`config.mk`:
```
export PLATFORM = sky130hd
export DESIGN_NAME = speed_press_idle_planner
export DESIGN_NICKNAME = d
export VERILOG_FILES = /design/src/rtl/sppi_pkg.sv /design/src/rtl/sppi_div.sv /design/src/rtl/sppi_regs.sv /design/src/rtl/speed_press_idle_planner.sv
export SDC_FILE = /design/constraint.sdc
export NUM_CORES = 2
export LEC_CHECK = 0
export BUFFER_PORTS_ARGS = -buffer_cell sky130_fd_sc_hd__buf_2
export CORE_MARGIN = 5
export CORE_UTILIZATION = 63
export DETAILED_ROUTE_END_ITERATION = 8
export PLACE_DENSITY = 0.83
export SYNTH_ARGS = -nofsm -noshare
export SYNTH_HDL_FRONTEND = slang
export SYNTH_SLANG_ARGS = --single-unit
```
`constraint.sdc`:
```
create_clock -name clk -period 11.7 [get_ports clk]
set_input_delay 0.585 -clock clk [delete_from_list [all_inputs] [get_ports clk]]
set_output_delay 0.585 -clock clk [all_outputs]
set_load 0.005 [all_outputs]
```
`src/rtl/sppi_pkg.sv`:
```
`timescale 1ns / 1ps

package sppi_pkg;

  // Configuration port geometry.
  localparam int CFG_ADDR_W = 5;
  localparam int CFG_DATA_W = 32;

  // Serial divider geometry.
  localparam int DIV_W     = 40;
  localparam int DIVISOR_W = 16;
  localparam int CNT_W     = 6;

  // Planner limits.
  localparam logic [15:0] LONG_THRESH_MAX  = 16'd768;
  localparam logic [15:0] LONG_THRESH_MIN  = 16'd77;
  localparam logic [15:0] FORCE_LONG_ERROR = 16'd512;
  localparam logic [26:0] MIN_PRESS_MS     = 27'd150;

  localparam logic [16:0] FLOOR_MARGIN = 17'd13;
  localparam logic [15:0] LEAK_NUM     = 16'd85;
  localparam logic [15:0] LEAK_DEN     = 16'd100;
  // |x| * 100 < 65536 holds exactly for |x| <= 655.
  localparam logic [31:0] SNAP_MAX     = 32'd655;
  localparam logic [15:0] INC_DEN      = 16'd1000;
  localparam logic [DIV_W-1:0] INC_ROUND = 40'd500;
  localparam logic [15:0] PRESS_SCALE  = 16'd1000;
  localparam logic [16:0] COOLDOWN_MAX = 17'd3000;

  // Significant dividend bits of each division; the dividend is left aligned.
  localparam int LEAK_BITS  = 38;
  localparam int INC_BITS   = 40;
  localparam int PRESS_BITS = 26;
  localparam int PULSE_BITS = 15;
  localparam logic [PULSE_BITS-1:0] PULSE_EFFECT = 15'd25600;

  typedef enum logic [2:0] {
    REG_INTEGRAL_CLAMP  = 3'd0,
    REG_LONG_THRESHOLD  = 3'd1,
    REG_LONG_MAX_MS     = 3'd2,
    REG_COOLDOWN_MIN_MS = 3'd3,
    REG_UP_PIN          = 3'd4,
    REG_DOWN_PIN        = 3'd5,
    REG_SPEED_MAX       = 3'd6,
    REG_SPEED_MIN       = 3'd7
  } reg_idx_t;

  typedef enum logic [2:0] {
    ACT_LEAK  = 3'd0,
    ACT_HOLD  = 3'd1,
    ACT_UNSET = 3'd2,
    ACT_LONG  = 3'd3,
    ACT_PULSE = 3'd4
  } action_t;

  typedef enum logic [3:0] {
    S_IDLE,
    S_MUL1,
    S_DIV1_GO,
    S_DIV1_WAIT,
    S_CLAMP,
    S_DECIDE,
    S_MUL2,
    S_DIV2_GO,
    S_DIV2_WAIT,
    S_OUT
  } state_t;

  typedef struct packed {
    logic [30:0] integral_clamp;
    logic [15:0] long_press_threshold;
    logic [15:0] long_press_max_ms;
    logic [11:0] pulse_cooldown_min_ms;
    logic [5:0]  up_pin;
    logic [5:0]  down_pin;
    logic [15:0] speed_max;
    logic [15:0] speed_min;
  } cfg_t;

  typedef struct packed {
    logic                 start;
    logic [CNT_W-1:0]     count;
    logic [DIV_W-1:0]     dividend;
    logic [DIVISOR_W-1:0] divisor;
  } div_req_t;

  typedef struct packed {
    logic               in_error_band;
    logic signed [15:0] speed_error;
    logic [15:0]        step_ms;
    logic [15:0]        measured_speed;
    logic [15:0]        error_magnitude;
    logic [31:0]        time_now;
    logic [15:0]        band_enter;
    logic [15:0]        rate_up;
    logic [15:0]        rate_down;
    logic [15:0]        inertia_up;
    logic [15:0]        inertia_down;
    logic [15:0]        response_delay_ms;
  } in_t;

  typedef struct packed {
    logic [2:0]         action;
    logic               direction_up;
    logic [5:0]         press_line;
    logic [15:0]        press_ms;
    logic [11:0]        cooldown_ms;
    logic signed [31:0] integral_value;
  } out_t;

endpackage

```
`src/rtl/sppi_div.sv`:
```
`timescale 1ns / 1ps

module sppi_div
  import sppi_pkg::*;
(
  input  logic             clk,
  input  logic             rst_n,
  input  div_req_t         req,
  output logic             done,
  output logic [DIV_W-1:0] quotient
);

  logic                 busy_r, busy_nxt;
  logic                 done_r, done_nxt;
  logic [CNT_W-1:0]     cnt_r, cnt_nxt;
  logic [DIVISOR_W-1:0] rem_r, rem_nxt;
  logic [DIVISOR_W-1:0] dvs_r, dvs_nxt;
  logic [DIV_W-1:0]     q_r, q_nxt;
  logic [DIVISOR_W+1:0] trial;

  // One quotient bit per cycle: the dividend shifts out at the top while the
  // quotient bits shift in at the bottom of the same register.
  assign trial = {1'b0, rem_r, q_r[DIV_W-1]} - {2'b00, dvs_r};

  always_comb begin
    busy_nxt = busy_r;
    done_nxt = 1'b0;
    cnt_nxt  = cnt_r;
    rem_nxt  = rem_r;
    dvs_nxt  = dvs_r;
    q_nxt    = q_r;
    if (req.start) begin
      busy_nxt = 1'b1;
      cnt_nxt  = req.count;
      rem_nxt  = '0;
      dvs_nxt  = req.divisor;
      q_nxt    = req.dividend;
    end else if (busy_r) begin
      if (trial[DIVISOR_W+1]) begin
        rem_nxt = {rem_r[DIVISOR_W-2:0], q_r[DIV_W-1]};
      end else begin
        rem_nxt = trial[DIVISOR_W-1:0];
      end
      q_nxt   = {q_r[DIV_W-2:0], ~trial[DIVISOR_W+1]};
      cnt_nxt = cnt_r - 1'b1;
      if (cnt_r == CNT_W'(1)) begin
        busy_nxt = 1'b0;
        done_nxt = 1'b1;
      end
    end
  end

  always_ff @(posedge clk) begin
    if (!rst_n) begin
      busy_r <= 1'b0;
      done_r <= 1'b0;
      cnt_r  <= '0;
    end else begin
      busy_r <= busy_nxt;
      done_r <= done_nxt;
      cnt_r  <= cnt_nxt;
    end
    rem_r <= rem_nxt;
    dvs_r <= dvs_nxt;
    q_r   <= q_nxt;
  end

  assign done     = done_r;
  assign quotient = q_r;

endmodule

```
`src/rtl/sppi_regs.sv`:
```
`timescale 1ns / 1ps

module sppi_regs
  import sppi_pkg::*;
(
  input  logic                  clk,
  input  logic                  rst_n,
  input  logic                  cfg_psel,
  input  logic                  cfg_penable,
  input  logic                  cfg_pwrite,
  input  logic [CFG_ADDR_W-1:0] cfg_paddr,
  input  logic [CFG_DATA_W-1:0] cfg_pwdata,
  output logic [CFG_DATA_W-1:0] cfg_prdata,
  output logic                  cfg_pready,
  output cfg_t                  cfg
);

  cfg_t     cfg_r, cfg_nxt;
  reg_idx_t idx;
  logic     wr_en;

  assign idx   = reg_idx_t'(cfg_paddr[CFG_ADDR_W-1:2]);
  assign wr_en = cfg_psel && cfg_penable && cfg_pwrite;

  always_comb begin
    cfg_nxt = cfg_r;
    if (wr_en) begin
      case (idx)
        REG_INTEGRAL_CLAMP:  cfg_nxt.integral_clamp        = cfg_pwdata[30:0];
        REG_LONG_THRESHOLD:  cfg_nxt.long_press_threshold  = cfg_pwdata[15:0];
        REG_LONG_MAX_MS:     cfg_nxt.long_press_max_ms     = cfg_pwdata[15:0];
        REG_COOLDOWN_MIN_MS: cfg_nxt.pulse_cooldown_min_ms = cfg_pwdata[11:0];
        REG_UP_PIN:          cfg_nxt.up_pin                = cfg_pwdata[5:0];
        REG_DOWN_PIN:        cfg_nxt.down_pin              = cfg_pwdata[5:0];
        REG_SPEED_MAX:       cfg_nxt.speed_max             = cfg_pwdata[15:0];
        REG_SPEED_MIN:       cfg_nxt.speed_min             = cfg_pwdata[15:0];
        default:             cfg_nxt = cfg_r;
      endcase
    end
  end

  always_comb begin
    case (idx)
      REG_INTEGRAL_CLAMP:  cfg_prdata = {1'b0, cfg_r.integral_clamp};
      REG_LONG_THRESHOLD:  cfg_prdata = {16'd0, cfg_r.long_press_threshold};
      REG_LONG_MAX_MS:     cfg_prdata = {16'd0, cfg_r.long_press_max_ms};
      REG_COOLDOWN_MIN_MS: cfg_prdata = {20'd0, cfg_r.pulse_cooldown_min_ms};
      REG_UP_PIN:          cfg_prdata = {26'd0, cfg_r.up_pin};
      REG_DOWN_PIN:        cfg_prdata = {26'd0, cfg_r.down_pin};
      REG_SPEED_MAX:       cfg_prdata = {16'd0, cfg_r.speed_max};
      REG_SPEED_MIN:       cfg_prdata = {16'd0, cfg_r.speed_min};
      default:             cfg_prdata = '0;
    endcase
  end

  always_ff @(posedge clk) begin
    if (!rst_n) begin
      cfg_r.integral_clamp        <= 31'd65536;
      cfg_r.long_press_threshold  <= 16'd256;
      cfg_r.long_press_max_ms     <= 16'd5000;
      cfg_r.pulse_cooldown_min_ms <= 12'd300;
      cfg_r.up_pin                <= 6'd0;
      cfg_r.down_pin              <= 6'd0;
      cfg_r.speed_max             <= 16'd5120;
      cfg_r.speed_min             <= 16'd256;
    end else begin
      cfg_r <= cfg_nxt;
    end
  end

  assign cfg_pready = 1'b1;
  assign cfg        = cfg_r;

endmodule

```
`src/rtl/speed_press_idle_planner.sv`:
```
`timescale 1ns / 1ps

// Plans one speed-control press per request. A request in the dead band
// leaks the stored integral by 0.85; any other request accumulates the
// rounded error-times-step into the integral and then plans a hold, an
// unset-line report, a long press or a pulse. One shared bit-serial divider
// yields one quotient bit per cycle over 38 dividend bits for the leak, 40
// for the integral increment, then 26 for a long press duration or 15 for a
// pulse cooldown. One request is in work at a time; a new one is taken while
// the previous result still waits at the output register.
module speed_press_idle_planner
  import sppi_pkg::*;
(
  input  logic                  clk,
  input  logic                  rst_n,
  input  logic                  in_valid,
  output logic                  in_ready,
  input  in_t                   in_data,
  output logic                  out_valid,
  input  logic                  out_ready,
  output out_t                  out_data,
  input  logic                  cfg_psel,
  input  logic                  cfg_penable,
  input  logic                  cfg_pwrite,
  input  logic [CFG_ADDR_W-1:0] cfg_paddr,
  input  logic [CFG_DATA_W-1:0] cfg_pwdata,
  output logic [CFG_DATA_W-1:0] cfg_prdata,
  output logic                  cfg_pready
);

  cfg_t             cfg;
  div_req_t         div_req;
  logic             div_done;
  logic [DIV_W-1:0] div_q;

  state_t state_r, state_nxt;
  in_t    in_r, in_nxt;
  logic signed [31:0] integ_r, integ_nxt;
  logic signed [33:0] sum_r, sum_nxt;
  logic [DIV_W-1:0]   prod_r, prod_nxt;
  logic               up_r, up_nxt;
  logic               long_r, long_nxt;
  logic [15:0]        delta_r, delta_nxt;
  logic [15:0]        rate_r, rate_nxt;
  action_t            act_r, act_nxt;
  logic [5:0]         line_r, line_nxt;
  logic [15:0]        pms_r, pms_nxt;
  logic [11:0]        cms_r, cms_nxt;
  out_t               out_r, out_nxt;
  logic               out_valid_r, out_valid_nxt;

  // Item decode.
  logic        err_neg, err_pos;
  logic [15:0] emagn;
  logic [31:0] int_mag;
  logic [31:0] mul_a;
  logic [15:0] mul_b;
  logic [47:0] mul_p;
  logic        slot_free;

  // Decision terms.
  logic        limit_hit;
  logic [5:0]  sel_line;
  logic [15:0] thr_a, thr_b;
  logic [16:0] flr_a, flr_b, thr;
  logic        want_long;
  logic [15:0] inert, rate_sel;
  logic signed [33:0] inc_s, lim_s;
  logic signed [33:0] clamped;
  logic [26:0] press_raw;
  logic [16:0] cool_raw;

  sppi_regs u_regs (
    .clk         (clk),
    .rst_n       (rst_n),
    .cfg_psel    (cfg_psel),
    .cfg_penable (cfg_penable),
    .cfg_pwrite  (cfg_pwrite),
    .cfg_paddr   (cfg_paddr),
    .cfg_pwdata  (cfg_pwdata),
    .cfg_prdata  (cfg_prdata),
    .cfg_pready  (cfg_pready),
    .cfg         (cfg)
  );

  sppi_div u_div (
    .clk      (clk),
    .rst_n    (rst_n),
    .req      (div_req),
    .done     (div_done),
    .quotient (div_q)
  );

  assign err_neg   = in_r.speed_error[15];
  assign err_pos   = !in_r.speed_error[15] && (in_r.speed_error != 16'sd0);
  assign emagn     = err_neg ? (~in_r.speed_error + 16'd1) : in_r.speed_error;
  assign int_mag   = integ_r[31] ? (~integ_r + 32'd1) : integ_r;
  assign slot_free = !out_valid_r || out_ready;

  // One shared multiplier, always followed by the product register.
  always_comb begin
    if (state_r == S_MUL1) begin
      if (in_r.in_error_band) begin
        mul_a = int_mag;
        mul_b = LEAK_NUM;
      end else begin
        mul_a = {16'd0, emagn};
        mul_b = in_r.step_ms;
      end
    end else begin
      mul_a = {16'd0, delta_r};
      mul_b = PRESS_SCALE;
    end
  end
  assign mul_p = mul_a * mul_b;

  // Integral update terms.
  assign inc_s = err_neg ? -$signed({3'b000, div_q[30:0]}) : $signed({3'b000, div_q[30:0]});
  assign lim_s = $signed({3'b000, cfg.integral_clamp});
  always_comb begin
    if (sum_r > lim_s) begin
      clamped = lim_s;
    end else if (sum_r < -lim_s) begin
      clamped = -lim_s;
    end else begin
      clamped = sum_r;
    end
  end

  // Press decision terms.
  always_comb begin
    if (up_r) begin
      limit_hit = in_r.measured_speed >= cfg.speed_max;
      sel_line  = cfg.up_pin;
      inert     = in_r.inertia_up;
      rate_sel  = in_r.rate_up;
    end else begin
      limit_hit = in_r.measured_speed <= cfg.speed_min;
      sel_line  = cfg.down_pin;
      inert     = in_r.inertia_down;
      rate_sel  = in_r.rate_down;
    end
    thr_a = (cfg.long_press_threshold > LONG_THRESH_MAX) ? LONG_THRESH_MAX
                                                         : cfg.long_press_threshold;
    thr_b = (thr_a < LONG_THRESH_MIN) ? LONG_THRESH_MIN : thr_a;
    flr_a = {1'b0, in_r.band_enter} + FLOOR_MARGIN;
    flr_b = (flr_a < {1'b0, LONG_THRESH_MIN}) ? {1'b0, LONG_THRESH_MIN} : flr_a;
    thr   = ({1'b0, thr_b} < flr_b) ? flr_b : {1'b0, thr_b};
    want_long = (in_r.error_magnitude >= FORCE_LONG_ERROR) ||
                ({1'b0, in_r.error_magnitude} >= thr);
  end

  assign press_raw = {11'd0, in_r.response_delay_ms} + {1'b0, div_q[PRESS_BITS-1:0]};
  assign cool_raw  = {1'b0, in_r.response_delay_ms} + {2'b00, div_q[PULSE_BITS-1:0]};

  // Next state.
  always_comb begin
    state_nxt = state_r;
    case (state_r)
      S_IDLE:      if (in_valid) state_nxt = S_MUL1;
      S_MUL1:      state_nxt = S_DIV1_GO;
      S_DIV1_GO:   state_nxt = S_DIV1_WAIT;
      S_DIV1_WAIT: begin
        if (div_done) state_nxt = in_r.in_error_band ? S_OUT : S_CLAMP;
      end
      S_CLAMP:     state_nxt = S_DECIDE;
      S_DECIDE: begin
        if (limit_hit || (sel_line == 6'd0)) begin
          state_nxt = S_OUT;
        end else if (want_long) begin
          state_nxt = S_MUL2;
        end else begin
          state_nxt = S_DIV2_GO;
        end
      end
      S_MUL2:      state_nxt = S_DIV2_GO;
      S_DIV2_GO:   state_nxt = S_DIV2_WAIT;
      S_DIV2_WAIT: if (div_done) state_nxt = S_OUT;
      S_OUT:       if (slot_free) state_nxt = S_IDLE;
      default:     state_nxt = S_IDLE;
    endcase
  end

  // Datapath and outputs.
  always_comb begin
    in_nxt        = in_r;
    integ_nxt     = integ_r;
    sum_nxt       = sum_r;
    prod_nxt      = prod_r;
    up_nxt        = up_r;
    long_nxt      = long_r;
    delta_nxt     = delta_r;
    rate_nxt      = rate_r;
    act_nxt       = act_r;
    line_nxt      = line_r;
    pms_nxt       = pms_r;
    cms_nxt       = cms_r;
    out_nxt       = out_r;
    out_valid_nxt = out_valid_r && !out_ready;
    div_req       = '0;
    case (state_r)
      S_IDLE: begin
        if (in_valid) in_nxt = in_data;
      end
      S_MUL1: prod_nxt = mul_p[DIV_W-1:0];
      S_DIV1_GO: begin
        div_req.start = 1'b1;
        if (in_r.in_error_band) begin
          div_req.count    = CNT_W'(LEAK_BITS);
          div_req.divisor  = LEAK_DEN;
          div_req.dividend = {prod_r[LEAK_BITS-1:0], {(DIV_W-LEAK_BITS){1'b0}}};
        end else begin
          div_req.count    = CNT_W'(INC_BITS);
          div_req.divisor  = INC_DEN;
          div_req.dividend = {prod_r[31:0], 8'd0} + INC_ROUND;
        end
      end
      S_DIV1_WAIT: begin
        if (div_done) begin
          if (in_r.in_error_band) begin
            // Leak truncates toward zero, then small values snap to zero.
            if (div_q[31:0] <= SNAP_MAX) begin
              integ_nxt = '0;
            end else if (integ_r[31]) begin
              integ_nxt = -$signed(div_q[31:0]);
            end else begin
              integ_nxt = $signed(div_q[31:0]);
            end
            act_nxt  = ACT_LEAK;
            up_nxt   = 1'b0;
            line_nxt = '0;
            pms_nxt  = '0;
            cms_nxt  = '0;
          end else begin
            sum_nxt = $signed({{2{integ_r[31]}}, integ_r}) + inc_s;
          end
        end
      end
      S_CLAMP: begin
        if ((err_pos && clamped < 34'sd0) || (err_neg && clamped > 34'sd0)) begin
          integ_nxt = '0;
        end else begin
          integ_nxt = clamped[31:0];
        end
        up_nxt = err_pos;
      end
      S_DECIDE: begin
        pms_nxt   = '0;
        cms_nxt   = '0;
        long_nxt  = want_long;
        delta_nxt = (in_r.error_magnitude > inert) ? (in_r.error_magnitude - inert) : 16'd0;
        rate_nxt  = (rate_sel == 16'd0) ? 16'd1 : rate_sel;
        if (limit_hit) begin
          act_nxt  = ACT_HOLD;
          line_nxt = '0;
        end else if (sel_line == 6'd0) begin
          act_nxt  = ACT_UNSET;
          line_nxt = '0;
        end else begin
          act_nxt  = want_long ? ACT_LONG : ACT_PULSE;
          line_nxt = sel_line;
        end
      end
      S_MUL2: prod_nxt = mul_p[DIV_W-1:0];
      S_DIV2_GO: begin
        div_req.start   = 1'b1;
        div_req.divisor = rate_r;
        if (long_r) begin
          div_req.count    = CNT_W'(PRESS_BITS);
          div_req.dividend = {prod_r[PRESS_BITS-1:0], {(DIV_W-PRESS_BITS){1'b0}}};
        end else begin
          div_req.count    = CNT_W'(PULSE_BITS);
          div_req.dividend = {PULSE_EFFECT, {(DIV_W-PULSE_BITS){1'b0}}};
        end
      end
      S_DIV2_WAIT: begin
        if (div_done) begin
          if (long_r) begin
            // The configured maximum wins over the minimum press.
            if (press_raw > {11'd0, cfg.long_press_max_ms}) begin
              pms_nxt = cfg.long_press_max_ms;
            end else if (press_raw < MIN_PRESS_MS) begin
              pms_nxt = (MIN_PRESS_MS > {11'd0, cfg.long_press_max_ms})
                        ? cfg.long_press_max_ms : MIN_PRESS_MS[15:0];
            end else begin
              pms_nxt = press_raw[15:0];
            end
          end else begin
            // The fixed ceiling wins over the configured minimum.
            if (cool_raw < {5'd0, cfg.pulse_cooldown_min_ms}) begin
              cms_nxt = ({5'd0, cfg.pulse_cooldown_min_ms} > COOLDOWN_MAX)
                        ? COOLDOWN_MAX[11:0] : cfg.pulse_cooldown_min_ms;
            end else if (cool_raw > COOLDOWN_MAX) begin
              cms_nxt = COOLDOWN_MAX[11:0];
            end else begin
              cms_nxt = cool_raw[11:0];
            end
          end
        end
      end
      S_OUT: begin
        if (slot_free) begin
          out_valid_nxt          = 1'b1;
          out_nxt.action         = act_r;
          out_nxt.direction_up   = up_r;
          out_nxt.press_line     = line_r;
          out_nxt.press_ms       = pms_r;
          out_nxt.cooldown_ms    = cms_r;
          out_nxt.integral_value = integ_r;
        end
      end
      default: ;
    endcase
  end

  always_ff @(posedge clk) begin
    if (!rst_n) begin
      state_r     <= S_IDLE;
      integ_r     <= '0;
      out_valid_r <= 1'b0;
    end else begin
      state_r     <= state_nxt;
      integ_r     <= integ_nxt;
      out_valid_r <= out_valid_nxt;
    end
    in_r    <= in_nxt;
    sum_r   <= sum_nxt;
    prod_r  <= prod_nxt;
    up_r    <= up_nxt;
    long_r  <= long_nxt;
    delta_r <= delta_nxt;
    rate_r  <= rate_nxt;
    act_r   <= act_nxt;
    line_r  <= line_nxt;
    pms_r   <= pms_nxt;
    cms_r   <= cms_nxt;
    out_r   <= out_nxt;
  end

  assign in_ready  = (state_r == S_IDLE);
  assign out_valid = out_valid_r;
  assign out_data  = out_r;

endmodule

```
# Word-level counts from Yosys, hierarchy flattened
# Index checks and enable logic that the tools add are counted.
dict set report op_classes {
  mul 1
  order_cmp 20
  addsub 13
  n_reduce_logical 40
  n_mux 76
  bitwise_logic 6
  eq_ne 24
}
# cell n
set ops {}
lappend ops {{$mux W32} 8}
lappend ops {{$pmux W32 S8} 1}
lappend ops {{$mux W16} 15}
lappend ops {{$pmux W63 S2} 1}
lappend ops {{$mux W34} 3}
lappend ops {{$mux W12} 7}
lappend ops {{$mux W40} 2}
lappend ops {{$neg A31 Y34} 2}
lappend ops {{$pmux W32 S2} 1}
lappend ops {{$mux W60} 1}
lappend ops {{$pmux W16 S3} 1}
lappend ops {{$mux W45} 1}
lappend ops {{$mux W6} 7}
lappend ops {{$add A40 B9 Y40 const B} 1}
lappend ops {{$pmux W4 S10} 1}
lappend ops {{$mul A32 B16 Y38} 1}
lappend ops {{$pmux W12 S3} 1}
lappend ops {{$add A32 B34 Y34} 1}
lappend ops {{$gt A34 B1 Y1 const B} 1}
lappend ops {{$gt A34 B32 Y1} 1}
lappend ops {{$lt A34 B1 Y1 const B} 1}
lappend ops {{$lt A34 B34 Y1} 1}
lappend ops {{$mux W17} 2}
lappend ops {{$add A32 B1 Y32 const B} 1}
lappend ops {{other kinds (59)} 118}
dict set report word_totals {
  elab_cells 224
  output_inout_bits 105
  register_bits 610
  input_bits 237
}

# Logic depth before layout (Yosys ltp)
dict set report depth {
  depth_word 12
  mapped_depth 37
  depth_no_buf 36
}

# Modules after synthesis
# Synthesis repeated with hierarchy kept, for this count alone.
dict set report hier_totals {
  hier_cells 5142
  area_unflattened_um2 49602.6
}
# module area_per_inst_um2 cells_each n_inst
set modules_own_cells {}
lappend modules_own_cells {speed_press_idle_planner 39793.2 4077 1}
lappend modules_own_cells {sppi_regs 5485.3 685 1}
lappend modules_own_cells {sppi_div 4324.1 380 1}

# Worst setup path before layout
# OpenSTA, ideal clock, no wires.
dict set report synth_timing {
  path_kind {flip-flop to flip-flop}
  startpoint {register in_r[178] (netlist name)}
  endpoint {register prod_r[34], data pin}
  path_slack_ns 3.027
  required_time_ns 11.429
  path_stages_with_launch 33
  t_arrival_ns 8.402
  path_buffers 1
  setup_time_ns 0.271
  cell_sequence {edfxtp_1 -> or4_1 -> nor4_1 -> nor2b_1 -> nand2_1 -> or2_2 -> o41ai_1 -> xnor2_1 -> nor2_1 -> a211oi_1 -> a21o_1 -> clkbuf_1 -> nand2_1 -> fa_1 -> inv_1 -> fa_1 -> inv_1 -> fa_1 -> fa_1 -> fa_1 -> inv_1 -> fa_1 -> ha_1 -> a21o_1 -> a31o_2 -> and4_1 -> a31oi_1 -> o211ai_1 -> a31oi_1 -> o21ai_0 -> a31oi_1 -> mux2i_1 -> o2111ai_1}
}
dict set report synth_between {
  elab_chain_cells 6
}
# item line
set synth_rtl {}
lappend synth_rtl {{start: declaration} speed_press_idle_planner.sv:37} ;# in_t in_r, in_nxt;
lappend synth_rtl {{start signal: assignment} speed_press_idle_planner.sv:326} ;# in_r <= in_nxt;
lappend synth_rtl {{$not A16 Y16} speed_press_idle_planner.sv:96} ;# assign emagn = err_neg ? (~in_r.speed_error + 16'd1) : in_r.speed_error;
lappend synth_rtl {{$add A16 B1 Y16} speed_press_idle_planner.sv:96}
lappend synth_rtl {{$mux W16 (*)} speed_press_idle_planner.sv:96}
lappend synth_rtl {{$mux W32 (*)} speed_press_idle_planner.sv:103} ;# if (in_r.in_error_band) begin
lappend synth_rtl {{$mux W32 (*)} speed_press_idle_planner.sv:102} ;# if (state_r == S_MUL1) begin
lappend synth_rtl {{$mul A32 B16 Y38 (*)} speed_press_idle_planner.sv:115} ;# assign mul_p = mul_a * mul_b;
lappend synth_rtl {{net mul_p[34]} speed_press_idle_planner.sv:58} ;# logic [47:0] mul_p;
lappend synth_rtl {{end signal: assignment} speed_press_idle_planner.sv:328} ;# prod_r <= prod_nxt;
lappend synth_rtl {{end: declaration} speed_press_idle_planner.sv:40} ;# logic [DIV_W-1:0] prod_r, prod_nxt;
# The timed path passes the listed nets; every way through them passes the cells marked *.
# A chain may end at the register's enable or synchronous reset.

# Final worst setup path
dict set report layout_timing {
  startpoint {register integ_r[1]}
  endpoint {register prod_r[34], data pin}
}
dict set report layout_between {
  elab_chain_cells 6
}
# item line
set layout_rtl {}
lappend layout_rtl {{start: declaration} speed_press_idle_planner.sv:38} ;# logic signed [31:0] integ_r, integ_nxt;
lappend layout_rtl {{start signal: assignment} speed_press_idle_planner.sv:323} ;# integ_r <= integ_nxt;
lappend layout_rtl {{$not A32 Y32} speed_press_idle_planner.sv:97} ;# assign int_mag = integ_r[31] ? (~integ_r + 32'd1) : integ_r;
lappend layout_rtl {{$add A32 B1 Y32} speed_press_idle_planner.sv:97}
lappend layout_rtl {{$mux W32 (*)} speed_press_idle_planner.sv:97}
lappend layout_rtl {{$mux W32 (*)} speed_press_idle_planner.sv:103}
lappend layout_rtl {{$mux W32 (*)} speed_press_idle_planner.sv:102}
lappend layout_rtl {{$mul A32 B16 Y38 (*)} speed_press_idle_planner.sv:115}
lappend layout_rtl {{net mul_p[34]} speed_press_idle_planner.sv:58}
# Marked as above.

==> results.toml <==
[synth]
yosys_register_bits = 610
yosysUniqueCellTypes = 99
syn-cell-area_sq_um = 49000
syn_area_per_cell_sq_um = 9.520
ys_seq_area_share_pct = 33.71
yosys_warnings = 0
async_flop_share_pct = 0
synthFlopType = "edfxtp_1"
synth-edff-count = 430
synthCells = 5147

[cts]
ctsRootBufferMaster = "clkbuf_16"
htree_levels = 3
cts.sinks = 610
hold_buffers = 0
clock_path_buffers = 3
cts_tree = "built"
clk_pin_slew_ps = 70
clk_latency_ps = 630
cts_setup_buffers = 0
postCtsResizedCells = 0
cts_buffers = 68

[flow_run]
cap_violations = 0

[worst_setup_path]
critPathArrivalTime_ps = 10330
cp.required_ps = 12050
critPathLaunchType = "flop"
worstPathMaxFanout = 9
cpPeakStageDelay_ps = 860
critPathKind = "reg2reg"
slowest_stage = "a21oi_1"
end_kind = "flop"
rrSetupSlack_ps = 1720
crit_family = "compound AO/OA/AOI/OAI gates"
critPathBufInv = 6

[grt]
grt.overflow.total = 0
grt_pass1_vias = 39920
antenna_found_initial = 6
grt_max_degree = 91
grt_pass1_wl_mm = 230.3
track_usage_pct = 36.06

[drt]
wl_per_cell_microns = 23.06
firstDrtPassIters = 7
drt_iter0_drc = 4750
vias = 41040
antenna_left = 0
vias_per_cell = 6.227
drc = 0
routed_wl_mm = 152.0

[finish]
mostFrequentLayoutCells = "700 x nand2_1, 580 x inv_1, 430 x edfxtp_1"
fin_area_sq_um = 54330
drive_gt1_share_pct = 10.32
area_growth_pct = 10.88
layout_commonest_cell = "nand2_1"
nets = 6432
fill_cells = 5778

[floorplan]
top_level_ports = 342
dieArea_sq_um = 83450
num_rows = 102
core_sq_um = 77340
die_h_microns = 288.9
die_x_microns = 288.9
start_util_pct = 63.36

[timing]
final-hold-violation-count = 0
max_freq_mhz = 100.2
setup_viol = 0
final.setup.tns_ps = 0
rsz0062_at_grt = "false"
setup_ws_ps = 1718
finalCritPeriodShare_pct = 85.32
fin_crit_ps = 9982
slew_headroom_pct = 15.88
worst_pin_slew_ps = 1257
maxSlewViolCount = 0
skew_ps = 38.13

[place]
place.port_buffers = 304
post-place-ws_ps = 1999
gp_congestion = 1.044
dpl_cell_area_sq_um = 51980
dp_hpwl_mm = 117.7

[hold_path]
hold_path.class = "in2reg"

[run_status]
outcome = "finished, final reports clean"
cell families after synthesis:
| group | count (synthesis) | synth area share [%] |
|---|---|---|
| mux | 112 | 2.513 |
| compound gates | 1056 | 13.91 |
| flops | 610 | 33.71 |
| fa+ha+maj | 701 | 23.71 |
| simple gates | 1591 | 15.12 |
| xor+xnor | 265 | 4.752 |
| buf+inv | 810 | 6.279 |
| other cells | 2 | 0.01533 |
final timing paths:
kind	depth (start not counted)	to	start
worst max-delay path	33	prod_r[34]	integ_r[1]
worst min-delay path	1	in_r[170]	in_data[170]
worst max register to register	33	prod_r[34]	integ_r[1]
worst min register to register	0	out_data[65]	line_r[5]
stage by stage:
| stage | cells | utilization, % | hold WS [ps] |
|---|---|---|---|
| 3_5_place_dp | 6464 | 67.21 | 404.5 |
| 3_3_place_gp | 6464 | 67.21 | 404.4 |
| 4_1_cts | 6590 | 70.25 | 93.06 |
| 6_report | 6591 | 70.25 | 122.5 |
| 2_1_floorplan | 5291 | - | 400.3 |
| 5_1_grt | 6590 | 70.25 | 107.1 |
metal layers:
metal  routed length [microns]  part of all wire [%]  track usage [%]  vias up
li1                          -                     -                -    18360
met1                     56690                    37            48.08    19690
met2                     67690                    45            55.77     2503
met3                     17840                    12            7.773      490
met4                      9763                   6.4            19.17        4
met5                        30                 0.020                0        -
worst reg2reg max path: cells and delay by family, from the launching register on:
| kind | cells | cell delay [ps] |
|---|---|---|
| buf+inv | 6 | 400 |
| mux | 1 | 250 |
| fa+ha+maj | 8 | 3590 |
| compound gates | 13 | 3970 |
| flops | 1 | 460 |
| xor+xnor | 1 | 170 |
| simple gates | 4 | 860 |
state kept, by name, indices dropped and copies added, names as in the netlist, 4 cells and up:
name,flops
state_r,4
integ_r,32
u_div.rem_r,16
cms_r,12
in_r,160
u_div.quotient,40
out_data,70
u_regs.cfg,119
prod_r,38
delta_r,16
sum_r,34
u_div.cnt_r,6
line_r,6
u_div.dvs_r,16
pms_r,16
rate_r,16
cell type report:
cell class / count / area, sq um / area share, %
Multi-Input combinational cell: 3871 / 30030 / 55.27
Sequential cell: 610 / 16520 / 30.40
Inverter: 583 / 2190 / 4.030
Timing Repair Buffer: 360 / 1942 / 3.574
Clock buffer: 78 / 1823 / 3.355
Tap cell: 1040 / 1301 / 2.395
Clock inverter: 48 / 526.8 / 0.9695
Antenna cell: 1 / 2.502 / 0.004606
cells in the mapped netlist (28+ instances only):
library cell,count,area (sq um)
clkbuf_1,185,694.4
xor2_1,69,604.3
o211ai_1,41,307.8
nor4_1,33,206.5
nor2_1,305,1145
o31ai_1,29,217.7
o21a_1,44,330.3
xnor2_1,195,1708
edfxtp_1,430,12910
nor2b_1,59,369.1
a21o_1,95,713.2
nand2_1,700,2628
fa_1,379,7587
a221oi_1,30,262.8
inv_1,581,2181
and3_1,31,193.9
and2_1,37,231.5
mux2i_1,78,780.8
nand4_1,53,331.6
or3_1,36,225.2
o21ai_0,200,1001
a21oi_1,337,1687
nor3_1,80,400.4
ha_1,322,4029
mux2_2,28,315.3
nand2b_1,54,337.8
nand3_1,112,560.5
a31oi_1,53,331.6
a211oi_1,36,270.3
dfxtp_1,180,3603
Power is not shown: default switching activity piles up to over one toggle a cycle in this logic, so the estimate is an artifact.
